[src/hw/rtl/fes_pkg.sv]
// shared types and constants for the flv elementary stream demux
// no dependencies
`default_nettype none
package fes_pkg;
  typedef enum logic [2:0] {
    RUN_NONE  = 3'd0,
    RUN_BYTE  = 3'd1,
    RUN_START = 3'd2,
    RUN_ADTS  = 3'd3,
    RUN_ERR   = 3'd4
  } run_kind_t;

  typedef struct packed {
    run_kind_t   kind;
    logic        sid;
    logic [7:0]  data;
    logic        us;
    logic [31:0] tm;
    logic [2:0]  status;
    logic [1:0]  prof;
    logic [3:0]  rate;
    logic [2:0]  chan;
    logic [12:0] flen;
  } run_t;

  localparam int QDEPTH = 4;
  localparam int QAW = 2;

  localparam logic [4:0] PH_SIG = 5'd0, PH_HDR = 5'd1, PH_PREFIX = 5'd2,
    PH_TAGHDR = 5'd3, PH_SKIP = 5'd4, PH_VFLAGS = 5'd5, PH_VPKT = 5'd6,
    PH_VCT = 5'd7, PH_CHEAD = 5'd8, PH_CNSPS = 5'd9, PH_SLEN = 5'd10,
    PH_SDATA = 5'd11, PH_CNPPS = 5'd12, PH_PLEN = 5'd13, PH_PDATA = 5'd14,
    PH_NLEN = 5'd15, PH_NDATA = 5'd16, PH_AFLAGS = 5'd17, PH_APKT = 5'd18,
    PH_ARAW = 5'd19, PH_ASC0 = 5'd20, PH_ASC1 = 5'd21;

  localparam logic [1:0] KIND_SCRIPT = 2'd0, KIND_VIDEO = 2'd1, KIND_AUDIO = 2'd2;
  localparam logic [2:0] ERR_SIG = 3'd1, ERR_VID = 3'd2, ERR_AUD = 3'd3, ERR_TAG = 3'd4;
endpackage
`default_nettype wire

[src/hw/rtl/flv_to_elementary_stream.sv]
// FLV demux to H.264 Annex B and AAC ADTS: accepts one file byte per cycle
// while the run queue has room; a byte gives at most one run, which the
// back end drains at one word per cycle unless out_stall (start codes 4,
// ADTS headers 7 words), so sustained rate is one byte per cycle except
// in header drains or stalls. Errors are sticky, one status word per byte.
// depends on fes_pkg, fes_parser, fes_queue, fes_emitter
`default_nettype none
module flv_to_elementary_stream import fes_pkg::*; (
  input  wire logic        clk,
  input  wire logic        rst_n,
  input  wire logic        in_valid,
  output logic             in_stall,
  input  wire logic [7:0]  in_byte,
  output logic             out_valid,
  input  wire logic        out_stall,
  output logic             out_stream_id,
  output logic [7:0]       out_byte,
  output logic             out_unit_start,
  output logic [31:0]      out_unit_time,
  output logic [2:0]       out_status,
  output logic             out_last_of_run
);
  logic push, full, pop, empty;
  run_t din, dout;

  fes_parser u_parser (.clk, .rst_n, .in_valid, .in_stall, .in_byte,
    .q_push(push), .q_run(din), .q_full(full));
  fes_queue u_queue (.clk, .rst_n, .push, .din, .full, .pop, .dout, .empty);
  fes_emitter u_emit (.clk, .rst_n, .q_run(dout), .q_empty(empty), .q_pop(pop),
    .out_valid, .out_stall, .out_stream_id, .out_byte, .out_unit_start,
    .out_unit_time, .out_status, .out_last_of_run);
endmodule
`default_nettype wire

[src/hw/rtl/fes_parser.sv]
// front end: walks flv bytes, classifying each into at most one run
// depends on fes_pkg
`default_nettype none
module fes_parser import fes_pkg::*; (
  input  wire logic       clk,
  input  wire logic       rst_n,
  input  wire logic       in_valid,
  output logic            in_stall,
  input  wire logic [7:0] in_byte,
  output logic            q_push,
  output run_t            q_run,
  input  wire logic       q_full
);
  logic [4:0]  ph_r, ph_nxt;
  logic [23:0] fc_r, fc_nxt;
  logic [23:0] tsz_r, tsz_nxt;
  logic [31:0] tt_r, tt_nxt;
  logic [2:0]  nls_r, nls_nxt;
  logic [31:0] nrem_r, nrem_nxt;
  logic [7:0]  psc_r, psc_nxt;
  logic [1:0]  prof_r, prof_nxt;
  logic [3:0]  rate_r, rate_nxt;
  logic [2:0]  chan_r, chan_nxt;
  logic [2:0]  err_r, err_nxt;
  logic [23:0] bl_r, bl_nxt;
  logic [1:0]  kind_r, kind_nxt;
  logic [7:0]  held_r, held_nxt;
  logic        fu_r, fu_nxt;
  logic        acc;
  logic [7:0]  b;
  logic [23:0] bl_dec;
  logic [31:0] nlen;
  logic [15:0] plen;
  logic [4:0]  obj;
  logic [3:0]  rt;
  logic [12:0] fl;

  assign b = in_byte;
  assign in_stall = q_full;
  assign acc = in_valid && !q_full;
  assign bl_dec = bl_r - 24'd1;
  assign nlen = {nrem_r[23:0], b};
  assign plen = {nrem_r[7:0], b};
  assign obj = held_r[7:3];
  assign rt = {held_r[2:0], b[7]};
  assign fl = bl_dec[12:0] + 13'd7;

  always_comb begin
    ph_nxt = ph_r; fc_nxt = fc_r; tsz_nxt = tsz_r; tt_nxt = tt_r;
    nls_nxt = nls_r; nrem_nxt = nrem_r; psc_nxt = psc_r; prof_nxt = prof_r;
    rate_nxt = rate_r; chan_nxt = chan_r; err_nxt = err_r; bl_nxt = bl_r;
    kind_nxt = kind_r; held_nxt = held_r; fu_nxt = fu_r;
    q_run = '0;
    q_run.kind = RUN_NONE;
    q_run.tm = tt_r;
    q_run.data = b;
    if (err_r == 3'd0) begin
      unique case (ph_r)
        PH_SIG: begin
          if (b != (fc_r == 24'd0 ? 8'h46 : fc_r == 24'd1 ? 8'h4C : 8'h56)) begin
            err_nxt = ERR_SIG;
          end else if (fc_r >= 24'd2) begin
            fc_nxt = '0; ph_nxt = PH_HDR;
          end else fc_nxt = fc_r + 24'd1;
        end
        PH_HDR: begin
          if (fc_r >= 24'd5) begin fc_nxt = '0; ph_nxt = PH_PREFIX; end
          else fc_nxt = fc_r + 24'd1;
        end
        PH_PREFIX: begin
          if (fc_r >= 24'd4) begin
            fc_nxt = '0;
            if (b == 8'd8) begin kind_nxt = KIND_AUDIO; ph_nxt = PH_TAGHDR; end
            else if (b == 8'd9) begin kind_nxt = KIND_VIDEO; ph_nxt = PH_TAGHDR; end
            else if (b == 8'd18) begin kind_nxt = KIND_SCRIPT; ph_nxt = PH_TAGHDR; end
            else err_nxt = ERR_TAG;
          end else fc_nxt = fc_r + 24'd1;
        end
        PH_TAGHDR: begin
          if (fc_r < 24'd3) tsz_nxt = {tsz_r[15:0], b};
          else if (fc_r == 24'd3) tt_nxt = {24'd0, b};
          else if (fc_r < 24'd6) tt_nxt = {8'd0, tt_r[15:0], b};
          else if (fc_r == 24'd6) tt_nxt = {b, tt_r[23:0]};
          fc_nxt = fc_r + 24'd1;
          if (fc_r >= 24'd9) begin
            fc_nxt = '0;
            bl_nxt = tsz_r;
            if (tsz_r == 24'd0) ph_nxt = PH_PREFIX;
            else if (kind_r == KIND_VIDEO) ph_nxt = PH_VFLAGS;
            else if (kind_r == KIND_AUDIO) ph_nxt = PH_AFLAGS;
            else ph_nxt = PH_SKIP;
          end
        end
        default: begin
          bl_nxt = bl_dec;
          priority case (ph_r)
            PH_VFLAGS: begin
              if (b[3:0] != 4'd7) err_nxt = ERR_VID;
              else ph_nxt = PH_VPKT;
            end
            PH_VPKT: begin held_nxt = b; fc_nxt = '0; ph_nxt = PH_VCT; end
            PH_VCT: begin
              fc_nxt = fc_r + 24'd1;
              if (fc_r == 24'd2) begin
                fc_nxt = '0; nrem_nxt = '0;
                if (held_r == 8'd0) ph_nxt = PH_CHEAD;
                else if (held_r == 8'd1 && nls_r != 3'd0) begin
                  fu_nxt = 1'b1; ph_nxt = PH_NLEN;
                end else ph_nxt = PH_SKIP;
              end
            end
            PH_CHEAD: begin
              if (fc_r == 24'd4) nls_nxt = {1'b0, b[1:0]} + 3'd1;
              fc_nxt = fc_r + 24'd1;
              if (fc_r == 24'd4) ph_nxt = PH_CNSPS;
            end
            PH_CNSPS: begin
              psc_nxt = {3'd0, b[4:0]}; fc_nxt = '0; nrem_nxt = '0;
              ph_nxt = (b[4:0] == 5'd0) ? PH_CNPPS : PH_SLEN;
            end
            PH_SLEN, PH_PLEN: begin
              nrem_nxt = {16'd0, plen};
              fc_nxt = fc_r + 24'd1;
              if (fc_r == 24'd1) begin
                q_run.kind = RUN_START;
                q_run.us = (ph_r == PH_SLEN);
                if (plen == 16'd0) begin
                  psc_nxt = psc_r - 8'd1; fc_nxt = '0; nrem_nxt = '0;
                  if (ph_r == PH_SLEN) ph_nxt = (psc_r == 8'd1) ? PH_CNPPS : PH_SLEN;
                  else ph_nxt = (psc_r == 8'd1) ? PH_SKIP : PH_PLEN;
                end else ph_nxt = (ph_r == PH_SLEN) ? PH_SDATA : PH_PDATA;
              end
            end
            PH_SDATA, PH_PDATA: begin
              q_run.kind = RUN_BYTE;
              nrem_nxt = nrem_r - 32'd1;
              if (nrem_r == 32'd1) begin
                psc_nxt = psc_r - 8'd1; fc_nxt = '0; nrem_nxt = '0;
                if (ph_r == PH_SDATA) ph_nxt = (psc_r == 8'd1) ? PH_CNPPS : PH_SLEN;
                else ph_nxt = (psc_r == 8'd1) ? PH_SKIP : PH_PLEN;
              end
            end
            PH_CNPPS: begin
              psc_nxt = b; fc_nxt = '0; nrem_nxt = '0;
              ph_nxt = (b == 8'd0) ? PH_SKIP : PH_PLEN;
            end
            PH_NLEN: begin
              nrem_nxt = nlen;
              fc_nxt = fc_r + 24'd1;
              if (fc_r + 24'd1 >= {21'd0, nls_r}) begin
                fc_nxt = '0;
                if (nlen > {8'd0, bl_dec}) ph_nxt = PH_SKIP;
                else begin
                  q_run.kind = RUN_START;
                  q_run.us = fu_r;
                  fu_nxt = 1'b0;
                  ph_nxt = (nlen == 32'd0) ? PH_NLEN : PH_NDATA;
                end
              end
            end
            PH_NDATA: begin
              q_run.kind = RUN_BYTE;
              nrem_nxt = nrem_r - 32'd1;
              if (nrem_r == 32'd1) begin fc_nxt = '0; ph_nxt = PH_NLEN; end
            end
            PH_AFLAGS: begin
              if (b[7:4] != 4'd10) err_nxt = ERR_AUD;
              else ph_nxt = PH_APKT;
            end
            PH_APKT: begin
              if (b == 8'd1) begin
                if (bl_dec != 24'd0) begin
                  q_run.kind = RUN_ADTS; q_run.us = 1'b1; q_run.sid = 1'b1;
                end
                ph_nxt = PH_ARAW;
              end else ph_nxt = PH_ASC0;
            end
            PH_ARAW: begin q_run.kind = RUN_BYTE; q_run.sid = 1'b1; end
            PH_ASC0: begin held_nxt = b; ph_nxt = PH_ASC1; end
            PH_ASC1: begin
              if (obj != 5'd31) begin
                prof_nxt = (obj == 5'd1) ? 2'd0 : (obj == 5'd3) ? 2'd2 :
                           (obj == 5'd4) ? 2'd3 : 2'd1;
                rate_nxt = (rt > 4'd12) ? 4'd4 : rt;
                chan_nxt = b[5:3];
              end else begin
                rate_nxt = '0; chan_nxt = '0;
              end
              ph_nxt = PH_SKIP;
            end
            default: ;
          endcase
          if (bl_dec == 24'd0 && err_nxt == 3'd0) begin
            ph_nxt = PH_PREFIX; fc_nxt = '0;
          end
        end
      endcase
    end
    q_run.prof = prof_r; q_run.rate = rate_r; q_run.chan = chan_r; q_run.flen = fl;
    if (err_nxt != 3'd0) begin
      q_run = '0;
      q_run.kind = RUN_ERR;
      q_run.status = err_nxt;
    end
  end

  assign q_push = acc && (q_run.kind != RUN_NONE);

  always_ff @(posedge clk) begin
    if (!rst_n) begin
      ph_r <= PH_SIG; fc_r <= '0; tsz_r <= '0; tt_r <= '0; nls_r <= '0;
      nrem_r <= '0; psc_r <= '0; prof_r <= 2'd1; rate_r <= '0; chan_r <= '0;
      err_r <= '0; bl_r <= '0; kind_r <= KIND_SCRIPT; held_r <= '0; fu_r <= 1'b0;
    end else if (acc) begin
      ph_r <= ph_nxt; fc_r <= fc_nxt; tsz_r <= tsz_nxt; tt_r <= tt_nxt;
      nls_r <= nls_nxt; nrem_r <= nrem_nxt; psc_r <= psc_nxt; prof_r <= prof_nxt;
      rate_r <= rate_nxt; chan_r <= chan_nxt; err_r <= err_nxt; bl_r <= bl_nxt;
      kind_r <= kind_nxt; held_r <= held_nxt; fu_r <= fu_nxt;
    end
  end
endmodule
`default_nettype wire

[src/hw/rtl/fes_queue.sv]
// short run queue between the parser and the emitter
// depends on fes_pkg
`default_nettype none
module fes_queue import fes_pkg::*; (
  input  wire logic clk,
  input  wire logic rst_n,
  input  wire logic push,
  input  run_t      din,
  output logic      full,
  input  wire logic pop,
  output run_t      dout,
  output logic      empty
);
  run_t mem_r [QDEPTH];
  logic [QAW-1:0] wp_r, rp_r;
  logic [QAW:0] cnt_r;

  assign full = (cnt_r == (QAW+1)'(QDEPTH));
  assign empty = (cnt_r == '0);
  assign dout = mem_r[rp_r];

  always_ff @(posedge clk) begin
    if (push) mem_r[wp_r] <= din;
  end

  always_ff @(posedge clk) begin
    if (!rst_n) begin
      wp_r <= '0; rp_r <= '0; cnt_r <= '0;
    end else begin
      if (push) wp_r <= wp_r + QAW'(1);
      if (pop) rp_r <= rp_r + QAW'(1);
      cnt_r <= cnt_r + (QAW+1)'(push) - (QAW+1)'(pop);
    end
  end
endmodule
`default_nettype wire

[src/hw/rtl/fes_emitter.sv]
// back end: expands each queued run into output words
// depends on fes_pkg
`default_nettype none
module fes_emitter import fes_pkg::*; (
  input  wire logic        clk,
  input  wire logic        rst_n,
  input  run_t             q_run,
  input  wire logic        q_empty,
  output logic             q_pop,
  output logic             out_valid,
  input  wire logic        out_stall,
  output logic             out_stream_id,
  output logic [7:0]       out_byte,
  output logic             out_unit_start,
  output logic [31:0]      out_unit_time,
  output logic [2:0]       out_status,
  output logic             out_last_of_run
);
  logic [2:0] idx_r;
  logic [2:0] len;
  logic       last;
  logic       fire;

  always_comb begin
    unique case (q_run.kind)
      RUN_START: len = 3'd3;
      RUN_ADTS:  len = 3'd6;
      default:   len = 3'd0;
    endcase
  end
  assign last = (idx_r == len);
  assign out_valid = !q_empty;
  assign fire = out_valid && !out_stall;
  assign q_pop = fire && last;
  assign out_last_of_run = last;
  assign out_stream_id = q_run.sid;
  assign out_unit_start = q_run.us && (idx_r == 3'd0);
  assign out_unit_time = q_run.tm;
  assign out_status = q_run.status;

  always_comb begin
    out_byte = q_run.data;
    unique case (q_run.kind)
      RUN_START: out_byte = (idx_r == 3'd3) ? 8'h01 : 8'h00;
      RUN_ADTS: begin
        unique case (idx_r)
          3'd0: out_byte = 8'hFF;
          3'd1: out_byte = 8'hF1;
          3'd2: out_byte = {q_run.prof, q_run.rate, 1'b0, q_run.chan[2]};
          3'd3: out_byte = {q_run.chan[1:0], 4'd0, q_run.flen[12:11]};
          3'd4: out_byte = q_run.flen[10:3];
          3'd5: out_byte = {q_run.flen[2:0], 5'h1F};
          default: out_byte = 8'hFC;
        endcase
      end
      RUN_ERR: out_byte = 8'h00;
      default: ;
    endcase
  end

  always_ff @(posedge clk) begin
    if (!rst_n) idx_r <= '0;
    else if (fire) idx_r <= last ? 3'd0 : idx_r + 3'd1;
  end
endmodule
`default_nettype wire
[config.mk]
export PLATFORM = sky130hd
export DESIGN_NAME = flv_to_elementary_stream
export DESIGN_NICKNAME = d
export VERILOG_FILES = /design/src/hw/rtl/fes_pkg.sv /design/src/hw/rtl/flv_to_elementary_stream.sv /design/src/hw/rtl/fes_parser.sv /design/src/hw/rtl/fes_queue.sv /design/src/hw/rtl/fes_emitter.sv
export SDC_FILE = /design/constraint.sdc
export NUM_CORES = 1
export LEC_CHECK = 0
export ABC_CLOCK_PERIOD_IN_PS = 11500
export BUFFER_PORTS_ARGS = -buffer_cell sky130_fd_sc_hd__buf_2
export CAP_MARGIN = 20
export CORE_ASPECT_RATIO = 0.9
export CORE_MARGIN = 2
export CORE_UTILIZATION = 48
export CTS_BUF_LIST = sky130_fd_sc_hd__clkbuf_16
export CTS_CLUSTER_SIZE = 24
export DETAILED_ROUTE_END_ITERATION = 8
export GPL_ROUTABILITY_DRIVEN = 0
export SLEW_MARGIN = 20
export SYNTH_ARGS = -nofsm -noshare
export SYNTH_HDL_FRONTEND = slang
export SYNTH_SLANG_ARGS = --single-unit
[constraint.sdc]
create_clock -name clk -period 11.5 [get_ports clk]
set_input_delay 0.575 -clock clk [delete_from_list [all_inputs] [get_ports clk]]
set_output_delay 0.575 -clock clk [all_outputs]
set_load 0.02 [all_outputs]
==> reports/summary.txt <==
deepest level of the CTS H-tree - 2
worst skew pair latency - 0.62 ns
pin count of the biggest net entering global routing - 75
status - completed
CP Launch Type - flip-flop
first drt pass iteration count - 5
RSZ-0062 raised after global routing - false
pins over their slew limit - 0
commonest non-fill, non-tap cell in the layout - edfxtp_1
post-synthesis compound-gate area fraction - 12.8%
Seq/Total Area, Yosys - 52.6%
post-synthesis cell area - 0.0231 mm²
crit path max-delay cell type - buf_4
footprint of the multi-input gates - 0.0103 mm²
most frequent cells in the layout - edfxtp_1 (280), nand2_1 (206), dfxtp_1 (185)
CTS Sinks - 467
routed via count - 16.7k
Die W - 235 µm
synth warn - 0
Seq pwr share - 46.2%
maximum vdd drop - 0.105 mV
max-cap violations - 0
critical path class - flip-flop to flip-flop
DRC viols - 0
Net Sw Frac - 27.2%
Hold Fails Final Rpt - 0
slew margin rel. - 26.2%
number of enable flip-flop cells after synthesis - 280
XOR/XNOR share of the synthesized area - 2.73%
clock network power share - 36.9%
register area - 0.0122 mm²
clock skew - 0.0357 ns
# IOs - 60
Clk pin slew, worst setup/hold paths - 0.06 ns
synthesis-to-finish area growth - 10.6%
switching pwr - 1.16 mW
Critical Path Fanout Max - 70
ratio of cells with drive above 1 in the final layout - 11.6%
maximum clock frequency - 162 MHz
crit share post-route - 53.6%
Hold WC Path Type - input port to flip-flop
CTS max path bufs - 3
post-route design area - 0.0255 mm²
routed len/inst - 21.0 µm
hpwl dp - 38300 µm
Die Area - 0.0499 mm²
WP data arrival - 6.37 ns
area post-placement - 0.0239 mm²
worst slew pin tran - 1.11 ns
combinational power share - 17.0%
die height - 212 µm
LEAKAGE - 8.84 nW
Crit path required time - 11.70 ns
final setup TNS - 0 ns
Syn Nets - 2210
row count - 76
vias in the first global route - 16.2k
Via density - 5.95
Hold Path Stages - 3
post-synthesis instance total - 2142
nets - 2210
mux contribution to synthesized area - 7.48%
GRT Overall Usage - 23.6%
cts hold-fix bufs - 0
Distinct cells, synth - 78
worst r2r path cells - 15
Initial Util - 48.5%
Yosys reg bits - 467
IO Port Bufs - 59
clk root buf - clkbuf_16
RR Endpoint - u_queue.mem_r[3][61]$_DFFE_PP_
ys flop type - edfxtp_1
Mean Syn Cell Area - 10.8 µm²
TritonCTS clock tree - done
number of gates resized after CTS - 0
Overflow after GRT - 0
Reg2Reg Setup Slack - 5.33 ns
async set-reset flop share out of synthesis - 0%
Post-Synth Simple-Gate Area - 18.1%
global-route wire length before repair - 93400 µm
largest family of logic cells by synthesized area - simple AND/OR/NAND/NOR gates
Worst Hold Path EP - u_parser.err_r[0]$_SDFFE_PN0P_
R2R Path Start - u_parser.bl_r[2]$_SDFFE_PN0P_
PD cells - 167 mW/mm²
initial antenna violation count - 1
fillers - 4167
CTS buffer count - 48
Final ANT Viol Nets - 0
max incr delay on CP - 0.80 ns
CP cell instances - nor3_1 > nand4_1 > nor3_1 > xnor2_1 > ha_1 > nand4_1 > nor4_1 > and2_1 > mux2i_1 > o22a_1 > a211oi_1 > o41ai_1 > a21oi_2 > and2_4 > buf_4
post-CTS setup buffer count - 0
final setup violation count - 0
Total Power - 4.27 mW
final wirelength - 58900 µm
core box area - 0.0476 mm²
internal power - 3.11 mW
drt initial violations - 1427
Post-Synth Adder-Cell Area - 3.11%
CP endpoint kind - flip-flop
min Tclk post-route - 6.17 ns
Worst Min Path Start - in_valid
[stage by stage]
step	hold slack [ns]	util [%]	cells	setup WS (ns)
after global routing	0.322	53.6	2806	4.91
after floorplan	0.436	-	2142	5.79
after global placement	0.452	50.1	2713	5.69
after detailed placement	0.457	50.1	2713	5.57
after CTS	0.279	53.5	2803	5.46
final	0.302	53.6	2807	5.33
[state kept, by name, indices dropped and copies added, names as in the netlist, 4 cells and up, named ones only]
signal and count:
u_parser.bl_r 24, u_parser.fc_r 24, u_parser.held_r 8, u_parser.nrem_r 32, u_parser.ph_r 5, u_parser.psc_r 8
u_parser.rate_r 4, u_parser.tsz_r 24, u_parser.tt_r 32, u_queue.mem_r 280
[critical path, delay by kind of cell, from the launching register on]
kind / cells / cell delay (ns)
AND/OR/NAND/NOR: 7 / 2.58
buffers and inverters: 1 / 0.80
multiplexers: 1 / 0.09
XOR/XNOR: 1 / 0.16
flip-flops: 1 / 0.39
adder cells (fa/ha/maj): 1 / 0.36
AO/OA/AOI/OAI: 4 / 1.28
[Yosys cell counts, types with 4 or more instances]
cell type  number  share of area [%]
o41ai_1         7               0.27
clkbuf_1      112                1.8
o31ai_1         9               0.29
nand2_1       206                3.3
nor2_1        148                2.4
a32oi_1         5               0.19
or3_1          16               0.43
o21a_1          7               0.23
inv_1          52               0.85
xor2_1         26               0.99
o31a_1          6               0.23
a22oi_1        49                1.6
a32o_1          4               0.17
edfxtp_1      280                 36
nor3b_1         4               0.13
mux2i_1        15               0.65
nor3_1         48                1.0
dfxtp_1       187                 16
mux4_2         70                6.8
nand4_1        26               0.70
xnor2_1        46                1.7
nand3b_1        4               0.13
a31oi_1        14               0.38
nand2b_1       16               0.43
and3_1         20               0.54
buf_2          10               0.22
o22ai_1        15               0.41
nor4_2          4               0.22
nor4_1         41                1.1
ha_1           55                3.0
buf_1          13               0.21
o21ai_0       125                2.7
a21boi_0       53                1.7
o211ai_1        5               0.16
o21ai_1         8               0.17
or4_1          10               0.33
and4_1          8               0.30
a21oi_1        95                2.1
nand3_1        62                1.3
a211oi_1       25               0.81
nor2b_1        97                2.6
and2_1         81                2.2
a21o_1          6               0.20
[power by group through the flow]
| stage | Clock (mW) | Sequential [mW] | Combinational [mW] |
|---|---|---|---|
| after floorplan | 0 | 1.96 | 0.539 |
| after detailed placement | 0 | 2.01 | 0.735 |
| final | 1.57 | 1.97 | 0.725 |
| after CTS | 1.61 | 1.98 | 0.737 |
| after global placement | 0 | 2.01 | 0.735 |
| after global routing | 1.68 | 1.99 | 0.777 |
[cell families after synthesis]
kind of cell	after synthesis
mux	85
xor+xnor	72
simple gates	810
fa+ha+maj	57
buf+inv	188
compound gates	463
flops	467
[worst max path at each step]
stage	to	from	slack, ns	cells after the start
detailed placement	u_queue.mem_r[0][43]$_DFFE_PP_	u_parser.bl_r[2]$_SDFFE_PN0P_	5.57	15
global placement	u_queue.mem_r[3][43]$_DFFE_PP_	u_parser.bl_r[2]$_SDFFE_PN0P_	5.69	15
floorplan	u_queue.mem_r[0][0]$_DFFE_PP_	u_parser.bl_r[0]$_SDFFE_PN0P_	5.79	17
CTS	u_queue.mem_r[0][62]$_DFFE_PP_	u_parser.bl_r[2]$_SDFFE_PN0P_	5.46	15
finish	u_queue.mem_r[3][61]$_DFFE_PP_	u_parser.bl_r[2]$_SDFFE_PN0P_	5.33	15
global route	u_queue.mem_r[3][9]$_DFFE_PP_	u_parser.bl_r[2]$_SDFFE_PN0P_	4.91	15
[layer usage]
| metal | GRT usage (%) | routed length, µm | up-vias |
|---|---|---|---|
| li1 | - | - | 7928 |
| met1 | 33.1 | 27200 | 8185 |
| met2 | 38.2 | 27100 | 489 |
| met3 | 3.90 | 3420 | 87 |
| met4 | 6.00 | 1100 | 0 |
| met5 | 0 | 0 | - |
[area by class of cell]
class | count | area share, %
diodes | 1 | 0.00979
clock buffers | 48 | 4.70
clock inverters | 42 | 1.61
inverters | 53 | 0.779
multi-input cells | 1487 | 40.2
flip-flops and latches | 467 | 47.6
well taps | 624 | 3.06
repair buffers | 85 | 2.09
Power figures use the tool's default switching activity.
